==> config.mk <==
export PLATFORM = sky130hd
export DESIGN_NAME = ccm_div
export DESIGN_NICKNAME = d
export VERILOG_FILES = /design/src/sv/ccm_pkg.sv /design/src/sv/ccm_div.sv
export SDC_FILE = /design/constraint.sdc
export NUM_CORES = 2
export LEC_CHECK = 0
export CORE_AREA = 2 2 384 386
export CTS_CLUSTER_DIAMETER = 60
export DETAILED_ROUTE_END_ITERATION = 16
export DIE_AREA = 0 0 386 388
export DONT_BUFFER_PORTS = 1
export PLACE_DENSITY_LB_ADDON = 0.1
export SLEW_MARGIN = 0
export SYNTH_ARGS = -nofsm -noshare
export SYNTH_HDL_FRONTEND = slang
export SYNTH_SLANG_ARGS = --single-unit
==> constraint.sdc <==
create_clock -name clk -period 5 [get_ports clk]
set_input_delay 0.25 -clock clk [delete_from_list [all_inputs] [get_ports clk]]
set_output_delay 0.25 -clock clk [all_outputs]
set_load 0.05 [all_outputs]
==> src/sv/ccm_pkg.sv <==
// Shared types and constants for the circle and cone mask shader.
// Used by every module of the shader; depends on nothing else.
package ccm_pkg;

  localparam int FRAC_BITS = 8;
  localparam int MAX_DIM = 16384;
  localparam int RAD_BITS = 15 + FRAC_BITS;
  localparam int POS_BITS = 16 + FRAC_BITS;
  localparam int UNIT_BITS = 14;
  localparam int COV_BITS = 16;

  localparam int SQRT_STEPS = 31;
  localparam int SQRT_RAD_W = 2 * SQRT_STEPS;
  localparam int DIV_STEPS = 17;
  localparam int DIV_NUM_W = 48;
  localparam int DIV_DEN_W = 31;
  localparam int VEC_W = 26;
  localparam int UNIT_W = 16;
  localparam int NORM_W = 30;

  localparam logic [16:0] COV_ONE = 17'h10000;
  localparam logic [16:0] LIMIT_MIN_COV = 17'd7;
  localparam logic [14:0] DIM_MAX = 15'(MAX_DIM);
  localparam logic signed [21:0] SIDE_LIMIT = -22'sd49152;
  localparam logic signed [32:0] TRUNC_BIAS = 33'sd16383;

  typedef enum logic [2:0] {
    REG_IMAGE_SIZE     = 3'd0,
    REG_INNER_RGBA     = 3'd1,
    REG_OUTER_RGBA     = 3'd2,
    REG_CIRCLE_INNER   = 3'd3,
    REG_CIRCLE_OUTER   = 3'd4,
    REG_CONE_COSINES   = 3'd5,
    REG_CONE_ORIGIN    = 3'd6,
    REG_CONE_DIRECTION = 3'd7
  } cfg_reg_t;

  typedef struct packed {
    logic [13:0] pixel_x;
    logic [13:0] pixel_y;
  } pixel_word_t;

  typedef struct packed {
    logic [7:0] red;
    logic [7:0] green;
    logic [7:0] blue;
    logic [7:0] alpha;
  } color_word_t;

  typedef struct packed {
    logic disc_in;
    logic disc_full;
    logic cone_hit;
    logic cone_full;
    logic limit_out;
    logic limit_ramp;
  } cov_flags_t;

endpackage

==> src/sv/ccm_div.sv <==
// Pipelined restoring divider, one quotient bit per stage.
// The quotient must fit its width. Depends on ccm_pkg for its widths.
module ccm_div (
  input  logic                           clk,
  input  logic                           en,
  input  logic [ccm_pkg::DIV_NUM_W-1:0]  num,
  input  logic [ccm_pkg::DIV_DEN_W-1:0]  den,
  output logic [ccm_pkg::DIV_STEPS-1:0]  quo
);

  localparam int NW = ccm_pkg::DIV_NUM_W;
  localparam int DW = ccm_pkg::DIV_DEN_W;
  localparam int N = ccm_pkg::DIV_STEPS;

  logic [NW-1:0] rem_q [0:N-1];
  logic [DW-1:0] den_q [0:N-1];
  logic [N-1:0]  quo_q [0:N-1];
  logic [NW-1:0] rem_i [0:N-1];
  logic [DW-1:0] den_i [0:N-1];
  logic [N-1:0]  quo_i [0:N-1];
  logic [NW-1:0] rem_n [0:N-1];
  logic [N-1:0]  quo_n [0:N-1];
  logic [NW-1:0] sub [0:N-1];

  always_comb begin
    for (int j = 0; j < N; j++) begin
      if (j == 0) begin
        rem_i[j] = num;
        den_i[j] = den;
        quo_i[j] = '0;
      end else begin
        rem_i[j] = rem_q[j-1];
        den_i[j] = den_q[j-1];
        quo_i[j] = quo_q[j-1];
      end
      sub[j] = NW'(den_i[j]) << (N - 1 - j);
      if (rem_i[j] >= sub[j]) begin
        rem_n[j] = rem_i[j] - sub[j];
        quo_n[j] = quo_i[j] | (N'(1) << (N - 1 - j));
      end else begin
        rem_n[j] = rem_i[j];
        quo_n[j] = quo_i[j];
      end
    end
  end

  always_ff @(posedge clk) begin
    if (en) begin
      for (int j = 0; j < N; j++) begin
        rem_q[j] <= rem_n[j];
        den_q[j] <= den_i[j];
        quo_q[j] <= quo_n[j];
      end
    end
  end

  assign quo = quo_q[N-1];

endmodule

Yosys cells after proc, flatten, opt, wreduce, memory -nomap -nowiden --
Memory sizes are Yosys's and may differ from the RTL's. Cells that the tools add are included.
Cells by class: divide/modulo/power cells 0, add/subtract/negate cells 17, $lt $le $gt $ge 17, muxes and demuxes 36, eq/ne operators 0, reductions and logical operators 0, shift-type cells 0, $mul 0, bitwise operators 0
Operators by type and width (count):
- $mux 48 | 17
- $ge 48x31->1 | 1
- $ge 48x32->1 | 1
- $ge 48x33->1 | 1
- $ge 48x34->1 | 1
- $ge 48x35->1 | 1
- $ge 48x36->1 | 1
- $ge 48x37->1 | 1
- $ge 48x38->1 | 1
- $ge 48x39->1 | 1
- $ge 48x40->1 | 1
- $ge 48x41->1 | 1
- $ge 48x42->1 | 1
- $ge 48x43->1 | 1
- $ge 48x44->1 | 1
- $ge 48x45->1 | 1
- $ge 48x46->1 | 1
- $ge 48x47->1 | 1
- $sub 48x31->48 | 1
- $sub 48x32->48 | 1
- $sub 48x33->48 | 1
- $sub 48x34->48 | 1
- $sub 48x35->48 | 1
- $sub 48x36->48 | 1
- other kinds (28) | 30
Word-level totals: latch bits 0, ROM bits 0, word-level logic and storage cells 73, RAM bits 1632, register bits 0, memories 3
Memories:
- rem_q | depth 17, width 48, rd ports 16, clocked after Yosys merged registers in 0, write ports 17, RTL line ccm_div.sv:15 | logic [NW-1:0] rem_q [0:N-1];
- den_q | depth 17, width 31, rd ports 16, clocked after Yosys merged registers in 0, write ports 17, RTL line ccm_div.sv:16 | logic [DW-1:0] den_q [0:N-1];
- quo_q | depth 17, width 17, rd ports 17, clocked after Yosys merged registers in 0, write ports 17, RTL line ccm_div.sv:17 | logic [N-1:0] quo_q [0:N-1];

Depth between registers and ports, before layout --
An unclocked memory read counts as a cell.
depth after elaboration 3, mapped depth 17, gate-level depth less buffers 15

Least setup slack after synthesis --
Ideal clock, no wire load.
path type register to register, start point memory rem_q[0][438] (netlist name), end point memory rem_q[0][487] (netlist name) (data pin), setup slack 1.392 ns, clock period less this slack 3.608 ns, stages on the path, launching flop included 16, setup time 0.260 ns, arrival 3.349 ns, buffers on the path 2, cells stage by stage edfxtp_1 -> inv_1 -> ha_1 -> inv_1 -> fa_1 -> a21oi_2 -> o21ai_2 -> a2111oi_4 -> o31ai_4 -> a221oi_4 -> o21ai_2 -> a31oi_4 -> a31o_1 -> buf_6 -> buf_4 -> mux2_2
RTL lines (RTL line):
- start: declaration | ccm_div.sv:15

==> flow_summary.yaml <==
status:
  status: "finished, final reports clean"
synthesis:
  yosysSeqAreaShare_pct: 53.5
  async_flop_share_pct: 0
  ys_ff_latch: 1417
  synth_top_cell_area_share_pct: 53.5
  synth-main-ff-cell: "edfxtp_1"
  synth-edff-count: 1417
  ys_warn_count: 0
  synth_area_leader_cell: "edfxtp_1"
  synth_area_per_cell_um2: 11.1
  ys_types: 95
  yosysMostFrequentCell: "edfxtp_1"
  ys_top_cells_by_area: "edfxtp_1 53%, ha_1 8.3%, a21oi_1 3.8%"
  synth_commonest_cells: "1,417 x edfxtp_1, 658 x inv_1, 609 x a21oi_1"
  synthCells: 7178
  synth_area_um2: 79500
  syn_nets: 7802
sta:
  tns_ns: 0
  clock_skew_ns: 0.0318
  final-hold-violation-count: 0
  relSlewSlack_pct: 15.9
  period_needed_ns: 4.54
  setup_viol: 0
  fmax_ghz: 0.220
  slew_viol_final: 0
  whs_ns: 0.0700
  tightest_slew_ns: 1.23
  grt_setup_unrepaired: "false"
  fin_crit_sh_pct: 90.8
setup_path:
  r2r_setup_slack_ns: 0.46
  required_ns: 5.55
  worstReg2RegStart: "rem_q[0][62]$_DFFE_PP_"
  reg2regPathDepth: 15
  worstSetupStartpoint: "rem_q[0][62]$_DFFE_PP_"
  worstPathArrival_ns: 5.09
  worstSetupPathType: "flop to flop"
  path_max_fanout: 22
  crit_path_end: "rem_q[0][142]$_DFFE_PP_"
  r2r_end: "rem_q[0][142]$_DFFE_PP_"
  cp-end-kind: "flop"
  cp-start-kind: "flop"
final_layout:
  area_growth_syn_to_layout_pct: 10.8
  drive_gt1_share_pct: 6.54
  instances_no_fill: 9363
  diodes: 0
  fill_cells: 11700
  fin_util_pct: 60.7
  final_nets: 7938
clock_network:
  htreeDepth: 4
  clock-root-buffer: "clkbuf_16"
  cts_tree: "done"
  cts_resized: 0
  cts_made_buffers: 160
  clkTransAtPathRegs_ns: 0.06
  cts.sinks: 1417
  clk_path_buf_depth: 3
  clk_latency_ns: 0.80
grt:
  overflow: 0
  busiest_layer: "met2"
  grt_usage_pct: 23.2
  met3_usage_pct: 3.14
  grt_pass1_wl_um: 277000
  use_met1_pct: 21.3
  use_met2_pct: 46.6
  grt_max_degree: 158
  first_global_vias: 55500
  antenna_found_initial: 0
floorplanning:
  start_util_pct: 54.8
  io_pins: 98
  core_area_um2: 145000
  num_rows: 140
  die_area_um2: 150000
  die_w_um: 386
  fp.dieH_um: 388
placement:
  dp_hpwl_um: 132000
  dp.cells: 8981
  port_buffers: 0
  place_congestion: 0.954
worst_hold_path:
  min_path_type: "input pin to flop"
route:
  wl_per_cell_um: 18.6
  vias_per_cell: 5.74
  drc: 0
  drt_first_pass_iters: 6
  ant_nets: 0
  num_vias: 53800
  wirelength_um: 174000
  drt_iter0_markers: 2720
pwr:
  power_density_nw_per_um2: 577
  max-vdd-ir-drop_uv: 275
  leakage_nw: 35.1
run:
  drv_cap: 0
==> where the power goes <==
| part | internal (mW) | switching (mW) | leakage [nW] |
|---|---|---|---|
| combinational | 8.86 | 11.8 | 18.9 |
| clock | 6.49 | 4.88 | 2.48 |
| sequential | 17.1 | 1.64 | 13.7 |
==> state kept, by name (all words and copies together) (netlist names) <==
name   count
den_q    496
quo_q    153
rem_q    768
==> layout make-up <==
cell class	instances	area (um^2)	share of cell area, %
Timing Repair Buffer	160	1630	1.85
Clock buffer	203	4190	4.75
Tap cell	1917	2400	2.72
Sequential cell	1417	42600	48.3
Clock inverter	91	987	1.12
Multi-Input combinational cell	4913	33900	38.4
Inverter	662	2490	2.83
==> routing by layer <==
layer | wire length (um) | vias to the layer above
met3 | 4920 | 535
met2 | 97800 | 1122
met1 | 60000 | 25400
li1 | - | 26700
met5 | 0 | -
met4 | 11400 | 0
==> per-stage QoR <==
| stage | total power, mW | setup slack (ns) | instance area, um^2 |
|---|---|---|---|
| after floorplan | 34.0 | 1.39 | 79500 |
| after global placement | 38.9 | 0.559 | 82000 |
| after detailed placement | 39.2 | 0.559 | 82100 |
| after CTS | 50.9 | 0.520 | 88100 |
| after global routing | 54.1 | 0.277 | 88100 |
| final | 50.8 | 0.460 | 88100 |
==> cells in the final DEF (no fill, tap or decap), types with 40 or more instances in the layout <==
master         Yosys  final
xnor2_1          299    299
clkbuf_1         152     42
nor3_1           116    116
or3_1             52     52
inv_1            658    658
nand3_1          111    111
o21bai_1          63     63
nor2b_1           75     75
o21ai_0          452    452
xor2_1           257    257
dlygate4sd3_1      0     88
a21oi_1          609    607
mux2_2            98     98
nand4_1          104    104
o211ai_1          40     40
buf_4              3     56
edfxtp_1        1417   1417
nand2b_1          70     70
nand2_1          518    517
and3_1            46     45
a211oi_1          49     48
ha_1             527    527
a31oi_1           61     60
a21o_1           312    312
clkbuf_16          0    161
nor2_1           452    451
nor4_1            70     66
o21a_1            55     55
==> timing repair <==
action | 4_1_cts | 5_1_grt
setup buffers | 0 | 0
hold buffers | 88 | 0
endpoints found under the setup margin | 0 | 0
hold endpoints to repair | 106 | 0
==> logic make-up (layout without fill, tap and decap cells) <==
kind of cell,count (synthesis),count (layout),synth area share [%]
compound gates,1895,1895,14.9
xor+xnor,556,556,6.12
fa+ha+maj,543,543,8.69
buf+inv,848,1116,4.07
flops,1417,1417,53.5
mux,109,109,1.56
simple gates,1810,1810,11.2
==> critical path, stage by stage, from the launching register on <==
cell      delay, ns
edfxtp_1       0.40
inv_1          0.08
ha_1           0.16
inv_1          0.06
fa_1           0.40
a21o_1         0.20
nand4_1        0.11
a211oi_1       0.13
o31ai_1        0.73
o21ai_0        0.39
o21ai_0        0.55
and3_2         0.45
buf_4          0.30
nor2_1         0.11
o211ai_1       0.12
xnor2_1        0.09
==> how the worst min path moves through the flow <==
| stage | depth (start not counted) | start | endpoint |
|---|---|---|---|
| 5_1_grt | 1 | num[10] | rem_q[0][10]$_DFFE_PP_ |
| 6_report | 3 | num[43] | rem_q[0][43]$_DFFE_PP_ |
| 3_5_place_dp | 0 | num[8] | rem_q[0][8]$_DFFE_PP_ |
| 4_1_cts | 1 | num[15] | rem_q[0][15]$_DFFE_PP_ |
| 2_1_floorplan | 0 | den[0] | den_q[0][0]$_DFFE_PP_ |
| 3_3_place_gp | 0 | num[7] | rem_q[0][7]$_DFFE_PP_ |
No activity file was read; power rests on OpenSTA's default activity.
