===== src/sv/ccm_pkg.sv =====
// Shared types and constants for the circle and cone mask shader.
// Used by every module of the shader; depends on nothing else.
package ccm_pkg;

  localparam int FRAC_BITS = 8;
  localparam int MAX_DIM = 16384;
  localparam int RAD_BITS = 15 + FRAC_BITS;
  localparam int POS_BITS = 16 + FRAC_BITS;
  localparam int UNIT_BITS = 14;
  localparam int COV_BITS = 16;

  localparam int SQRT_STEPS = 31;
  localparam int SQRT_RAD_W = 2 * SQRT_STEPS;
  localparam int DIV_STEPS = 17;
  localparam int DIV_NUM_W = 48;
  localparam int DIV_DEN_W = 31;
  localparam int VEC_W = 26;
  localparam int UNIT_W = 16;
  localparam int NORM_W = 30;

  localparam logic [16:0] COV_ONE = 17'h10000;
  localparam logic [16:0] LIMIT_MIN_COV = 17'd7;
  localparam logic [14:0] DIM_MAX = 15'(MAX_DIM);
  localparam logic signed [21:0] SIDE_LIMIT = -22'sd49152;
  localparam logic signed [32:0] TRUNC_BIAS = 33'sd16383;

  typedef enum logic [2:0] {
    REG_IMAGE_SIZE     = 3'd0,
    REG_INNER_RGBA     = 3'd1,
    REG_OUTER_RGBA     = 3'd2,
    REG_CIRCLE_INNER   = 3'd3,
    REG_CIRCLE_OUTER   = 3'd4,
    REG_CONE_COSINES   = 3'd5,
    REG_CONE_ORIGIN    = 3'd6,
    REG_CONE_DIRECTION = 3'd7
  } cfg_reg_t;

  typedef struct packed {
    logic [13:0] pixel_x;
    logic [13:0] pixel_y;
  } pixel_word_t;

  typedef struct packed {
    logic [7:0] red;
    logic [7:0] green;
    logic [7:0] blue;
    logic [7:0] alpha;
  } color_word_t;

  typedef struct packed {
    logic disc_in;
    logic disc_full;
    logic cone_hit;
    logic cone_full;
    logic limit_out;
    logic limit_ramp;
  } cov_flags_t;

endpackage


===== src/sv/ccm_isqrt.sv =====
// Pipelined integer square root, one result bit per stage.
// Depends on ccm_pkg for its widths.
module ccm_isqrt (
  input  logic                             clk,
  input  logic                             en,
  input  logic [ccm_pkg::SQRT_RAD_W-1:0]   rad,
  output logic [ccm_pkg::SQRT_STEPS-1:0]   root
);

  localparam int RW = ccm_pkg::SQRT_RAD_W;
  localparam int N = ccm_pkg::SQRT_STEPS;

  logic [RW-1:0] rem_q [0:N-1];
  logic [N-1:0]  root_q [0:N-1];
  logic [RW-1:0] rem_i [0:N-1];
  logic [N-1:0]  root_i [0:N-1];
  logic [RW-1:0] rem_n [0:N-1];
  logic [N-1:0]  root_n [0:N-1];
  logic [RW:0]   trial [0:N-1];

  always_comb begin
    for (int j = 0; j < N; j++) begin
      if (j == 0) begin
        rem_i[j] = rad;
        root_i[j] = '0;
      end else begin
        rem_i[j] = rem_q[j-1];
        root_i[j] = root_q[j-1];
      end
      trial[j] = ((RW+1)'(root_i[j]) << (N - j)) + ((RW+1)'(1) << (2 * (N - 1 - j)));
      if ({1'b0, rem_i[j]} >= trial[j]) begin
        rem_n[j] = rem_i[j] - trial[j][RW-1:0];
        root_n[j] = root_i[j] | (N'(1) << (N - 1 - j));
      end else begin
        rem_n[j] = rem_i[j];
        root_n[j] = root_i[j];
      end
    end
  end

  always_ff @(posedge clk) begin
    if (en) begin
      for (int j = 0; j < N; j++) begin
        rem_q[j] <= rem_n[j];
        root_q[j] <= root_n[j];
      end
    end
  end

  assign root = root_q[N-1];

endmodule


===== config.mk =====
export PLATFORM = sky130hd
export DESIGN_NAME = ccm_isqrt
export DESIGN_NICKNAME = d
export VERILOG_FILES = /design/src/sv/ccm_pkg.sv /design/src/sv/ccm_isqrt.sv
export SDC_FILE = /design/constraint.sdc
export NUM_CORES = 2
export LEC_CHECK = 0
export CAP_MARGIN = 20
export CORE_MARGIN = 2
export CORE_UTILIZATION = 64
export CTS_CLUSTER_DIAMETER = 200
export DETAILED_ROUTE_END_ITERATION = 12
export DONT_BUFFER_PORTS = 1
export HOLD_SLACK_MARGIN = 0.12
export PLACE_DENSITY = 0.9
export REMOVE_ABC_BUFFERS = 1
export SYNTH_ARGS = -nofsm -noshare
export SYNTH_HDL_FRONTEND = slang
export SYNTH_SLANG_ARGS = --single-unit

===== constraint.sdc =====
create_clock -name clk -period 3.87 [get_ports clk]
set_input_delay 0.774 -clock clk [delete_from_list [all_inputs] [get_ports clk]]
set_output_delay 0.774 -clock clk [all_outputs]
set_load 0.05 [all_outputs]

* After elaboration in Yosys (flattened, before gate mapping) *
Memory sizes are Yosys's and may differ from the RTL's.
Index checks and enable logic that the tools add are counted.

storage, ports and cells
  bits in registers = 0
  RAM bits = 2,883
  input port bits = 64
  output and inout bits = 31
  logic and storage cells = 158
  memories kept = 2

cells by class
  $add $sub $neg = 61
  order comparisons = 31
  multiplexer cells = 64

memories
  name    depth  bits a word  rd ports  clocked after Yosys merged registers in  wr ports  line             RTL
  rem_q   31     62           30        0                                        31        ccm_isqrt.sv:13  logic [RW-1:0] rem_q [0:N-1];
  root_q  31     31           31        0                                        31        ccm_isqrt.sv:14  logic [N-1:0] root_q [0:N-1];

operators by type and width
  cell                                                               count
  62-bit two-way mux                                                 31
  61-bit by 59-bit adder with 62-bit output (second input constant)  1
  62-bit by 33-bit greater-or-equal comparator with 1-bit output     1
  62-bit by 34-bit greater-or-equal comparator with 1-bit output     1
  62-bit by 35-bit greater-or-equal comparator with 1-bit output     1
  62-bit by 36-bit greater-or-equal comparator with 1-bit output     1
  62-bit by 37-bit greater-or-equal comparator with 1-bit output     1
  62-bit by 38-bit greater-or-equal comparator with 1-bit output     1
  62-bit by 39-bit greater-or-equal comparator with 1-bit output     1
  62-bit by 40-bit greater-or-equal comparator with 1-bit output     1
  62-bit by 41-bit greater-or-equal comparator with 1-bit output     1
  62-bit by 42-bit greater-or-equal comparator with 1-bit output     1
  62-bit by 43-bit greater-or-equal comparator with 1-bit output     1
  62-bit by 44-bit greater-or-equal comparator with 1-bit output     1
  62-bit by 45-bit greater-or-equal comparator with 1-bit output     1
  62-bit by 46-bit greater-or-equal comparator with 1-bit output     1
  62-bit by 47-bit greater-or-equal comparator with 1-bit output     1
  62-bit by 48-bit greater-or-equal comparator with 1-bit output     1
  62-bit by 49-bit greater-or-equal comparator with 1-bit output     1
  62-bit by 50-bit greater-or-equal comparator with 1-bit output     1
  62-bit by 51-bit greater-or-equal comparator with 1-bit output     1
  62-bit by 52-bit greater-or-equal comparator with 1-bit output     1
  62-bit by 53-bit greater-or-equal comparator with 1-bit output     1
  62-bit by 54-bit greater-or-equal comparator with 1-bit output     1
  other kinds (100)                                                  102

* Depth between registers and ports, before layout *
An unclocked memory read counts as a cell.

  depth in word-level cells = 4
  depth in mapped cells = 14
  depth with buffers taken out = 12

* Least setup slack after synthesis *
Ideal clock, no wire load.

  path type = reg-to-reg
  start point = mem rem_q[1][598] (netlist name)
  end point = mem rem_q[1][655] (netlist name) (data pin)
  library setup time = 0.260 ns
  arrival time = 3.309 ns
  data required time = 3.610 ns
  setup slack = 0.301 ns
  stages on the path, launching flop included = 11
  clock period less this slack = 3.569 ns
  cell sequence = edfxtp_1 or4_4 or4b_4 or4b_4 or4b_4 nor2_1 a21o_2 buf_6 inv_6 buf_6 mux2_4

RTL lines
  item             line
  start, declared  ccm_isqrt.sv:13

==> run_results.csv <==
group,metric,value,unit
placement,port_buffers,0,
global_route,met3_usage,6.21,%
sta,setup_violations,5,
drt,via_count,79100,
drt,drc_errors,0,
logic_synthesis,synth-edff-count,2356,
die,fp-row-count,154,
critical_path,crit_type,"reg -> reg",
drt,ant_nets,0,
global_route,top_usage_layer,"met2",
cts,cts_tree,"built",
sta,whs,233,ps
final_layout,nNetsFinal,9940,
logic_synthesis,synth.avg_cell_area,12.5,um2
sta,final.setup_skew,95.0,ps
placement,gp_congestion,0.956,
pwr,peakVddDrop,0.451,mV
drt,post_drt_wl_per_cell,25.5,um
global_route,grt_pass1_wl,456,mm
logic_synthesis,syn-cell-area,113000,um2
die,die-area,180000,um2
cts,cts_root_buf,"clkbuf_16",
global_route,first_global_vias,76400,
sta,slew_violations,0,
final_layout,stdcell_count,11900,
die,coreArea,176000,um2
hold_path,worstHoldStart,"rad[60]",
run,cap_viol_max_count,0,
pwr,p_per_area,593,nW/um2
cts,cts_buffers,228,
global_route,grt_max_degree,258,
hold_path,whs_endpoint,"rem_q[0][60]",
placement,dp_hpwl,195,mm
logic_synthesis,synth_top_area_share,62.5,%
logic_synthesis,synth_top_flop_cell,"edfxtp_1",
logic_synthesis,synth_area_leader_cell,"edfxtp_1",
logic_synthesis,synth.top_cells.by_area,"edfxtp_1, ha_1, xnor2_1, xor2_1, a21oi_1",
drt,wirelength,303,mm
logic_synthesis,synth.most_common_cell,"edfxtp_1",
sta,fmaxAchievable,249,MHz
die,die_w,424,um
die,pin_count,95,
critical_path,r2r_start,"root_q[0][240]",
logic_synthesis,ys_types,91,
global_route,gr-total-overflow,0,
sta,period_minus_slack,4010,ps
drt,avgViaCountPerCell,6.65,
die,dieHeight,424,um
status,outcome,"complete, but fails checks",
cts,clk_latency,910,ps
sta,tns,-299,ps
cts,cts.sinks,2356,
placement,dpl_worst_slack,-2800,ps
logic_synthesis,ys_async_sr_fraction,0,%
critical_path,reg2regPathDepth,11,
placement,placed_cells,11400,
sta,max-slew-margin-rel,11.4,%
final_layout,area_delta_synth_final,11.2,%
critical_path,r2r-end,"rem_q[0][541]",
hold_path,worstHoldPathCells,2,
status,violations,"setup timing",
logic_synthesis,synth_seq_area_share,62.5,%
drt,drt_iter0_drc,10800,
critical_path,path_max_fanout,17,
critical_path,worst_setup_path_start_kind,"flip-flop",
drt,dr.pass1.iters,13,
sta,hold_viol,0,
critical_path,cp.arrival,4700,ps
global_route,use_met1,42.7,%
cts,cts_htree_levels,4,
pwr,leakagePower,47.6,nW
critical_path,cp-end-kind,"flip-flop",
critical_path,required,4550,ps
final_layout,postLayoutCoreUtil,71.5,%
cts,cts_buffer_depth,3,
critical_path,r2r_setup_slack,-140,ps
hold_path,hp-class,"in -> reg",
logic_synthesis,ys_top_cells_by_count,"edfxtp_1, inv_1, nor2_1, nand2_1, a21oi_1",
logic_synthesis,syn_inst,9028,
global_route,antenna_found_initial,15,
sta,setup_ws,-145,ps
sta,finalCritPeriodShare,104,%
global_route,met2_usage,54.5,%
logic_synthesis,ys_ff_latch,2356,
global_route,grt_usage,32.9,%
logic_synthesis,synth-warning-count,0,
cts,path_clk_slew,70,ps
sta,tightest_slew,1330,ps
die,start_util,64.3,%
final_layout,layout-drive-gt1-share,7.96,%
==> registers in the layout, indices dropped and copies added (netlist names) <==
signal  flops
rem_q    1860
root_q    496
==> cells by family (layout without fill, tap and decap cells) <==
| group | after synthesis | after routing | share of synthesized area [%] |
|---|---|---|---|
| AOI/OAI and AO/OA | 1717 | 1717 | 9.50 |
| xor gates and xnor gates | 823 | 823 | 6.37 |
| adders and majority gates | 525 | 525 | 5.81 |
| buffers and inverters | 854 | 1374 | 2.87 |
| DFF | 2356 | 2356 | 62.5 |
| muxes | 79 | 79 | 0.778 |
| other | 0 | 2 | 0 |
| and+or+nand+nor | 2674 | 2674 | 12.1 |
==> worst max-delay path: stages, from the launching register on <==
cell	delay, ps
edfxtp_1	440
inv_1	90
ha_1	350
nor2b_1	180
o21ai_0	300
a21boi_0	240
o21ai_0	580
a21oi_1	300
a311oi_2	440
buf_4	310
inv_1	170
a21oi_1	370
==> worst max path at each step <==
| stage | start | to | slack (ps) | depth (start not counted) |
|---|---|---|---|---|
| floorplan | rem_q[1][511] | rem_q[1][616] | -1520 | 10 |
| global placement | en | rem_q[1][862] | -2490 | 5 |
| detailed placement | en | rem_q[1][854] | -2800 | 5 |
| CTS | rem_q[1][686] | rem_q[1][805] | 20 | 13 |
| global route | rem_q[1][688] | rem_q[1][805] | -30 | 13 |
| finish | root_q[0][240] | rem_q[0][541] | -140 | 11 |
==> layer usage <==
metal  vias up  wire [um]
met1     37900     113000
met2      5441     145000
met3      1233      29800
met5         -         72
li1      34500          -
met4        12      15200
==> area by class of cell <==
cell class | count | area (um2)
multi-input combinational | 5818 | 39400
antenna | 2 | 5.00
timing repair buffer | 284 | 2690
fill | 10600 | 50100
tap | 2340 | 2930
inverter | 663 | 2490
sequential | 2356 | 70700
clock buffer | 266 | 5850
clock inverter | 161 | 1720
==> timing repair <==
action | 4_1_cts | 5_1_grt
pin swaps | 1 | 2
hold endpoints to repair | 168 | 0
setup endpoints to repair | 555 | 476
setup buffers | 1 | 1
hold buffers | 62 | 0
cloned | 5 | 1
resized for setup | 4 | 51
==> placed cells by master, fill, tap and decap left out, types with 61 or more instances in the layout <==
master,synthesis,layout
edfxtp_1,2356,2356
inv_1,659,659
nor2_1,594,593
nand2_1,584,584
a21oi_1,532,528
ha_1,525,524
xnor2_1,414,414
xor2_1,409,409
o21ai_0,413,407
nor4_1,312,304
nor3_1,254,249
clkbuf_16,0,229
a21o_1,214,214
buf_4,2,199
nand3_1,168,167
nand4_1,158,158
nand2b_1,99,99
or3_1,98,98
o21a_1,97,97
or4_1,71,70
mux2_2,68,68
nor2b_1,66,65
dlygate4sd3_1,0,61
==> through the flow <==
stage	total power [mW]	area [um2]
floorplan	45.6	112000
global placement	50.6	117000
detailed placement	51.1	117000
CTS	73.9	126000
global route	77.3	126000
finish	74.6	126000
==> where the power goes <==
part / internal [mW] / switching (mW)
clock: 12.5 / 10.3
combinational: 6.75 / 9.74
sequential: 32.4 / 2.84
total: 51.7 / 22.9
Note: power is estimated with default switching activity, not from simulation.
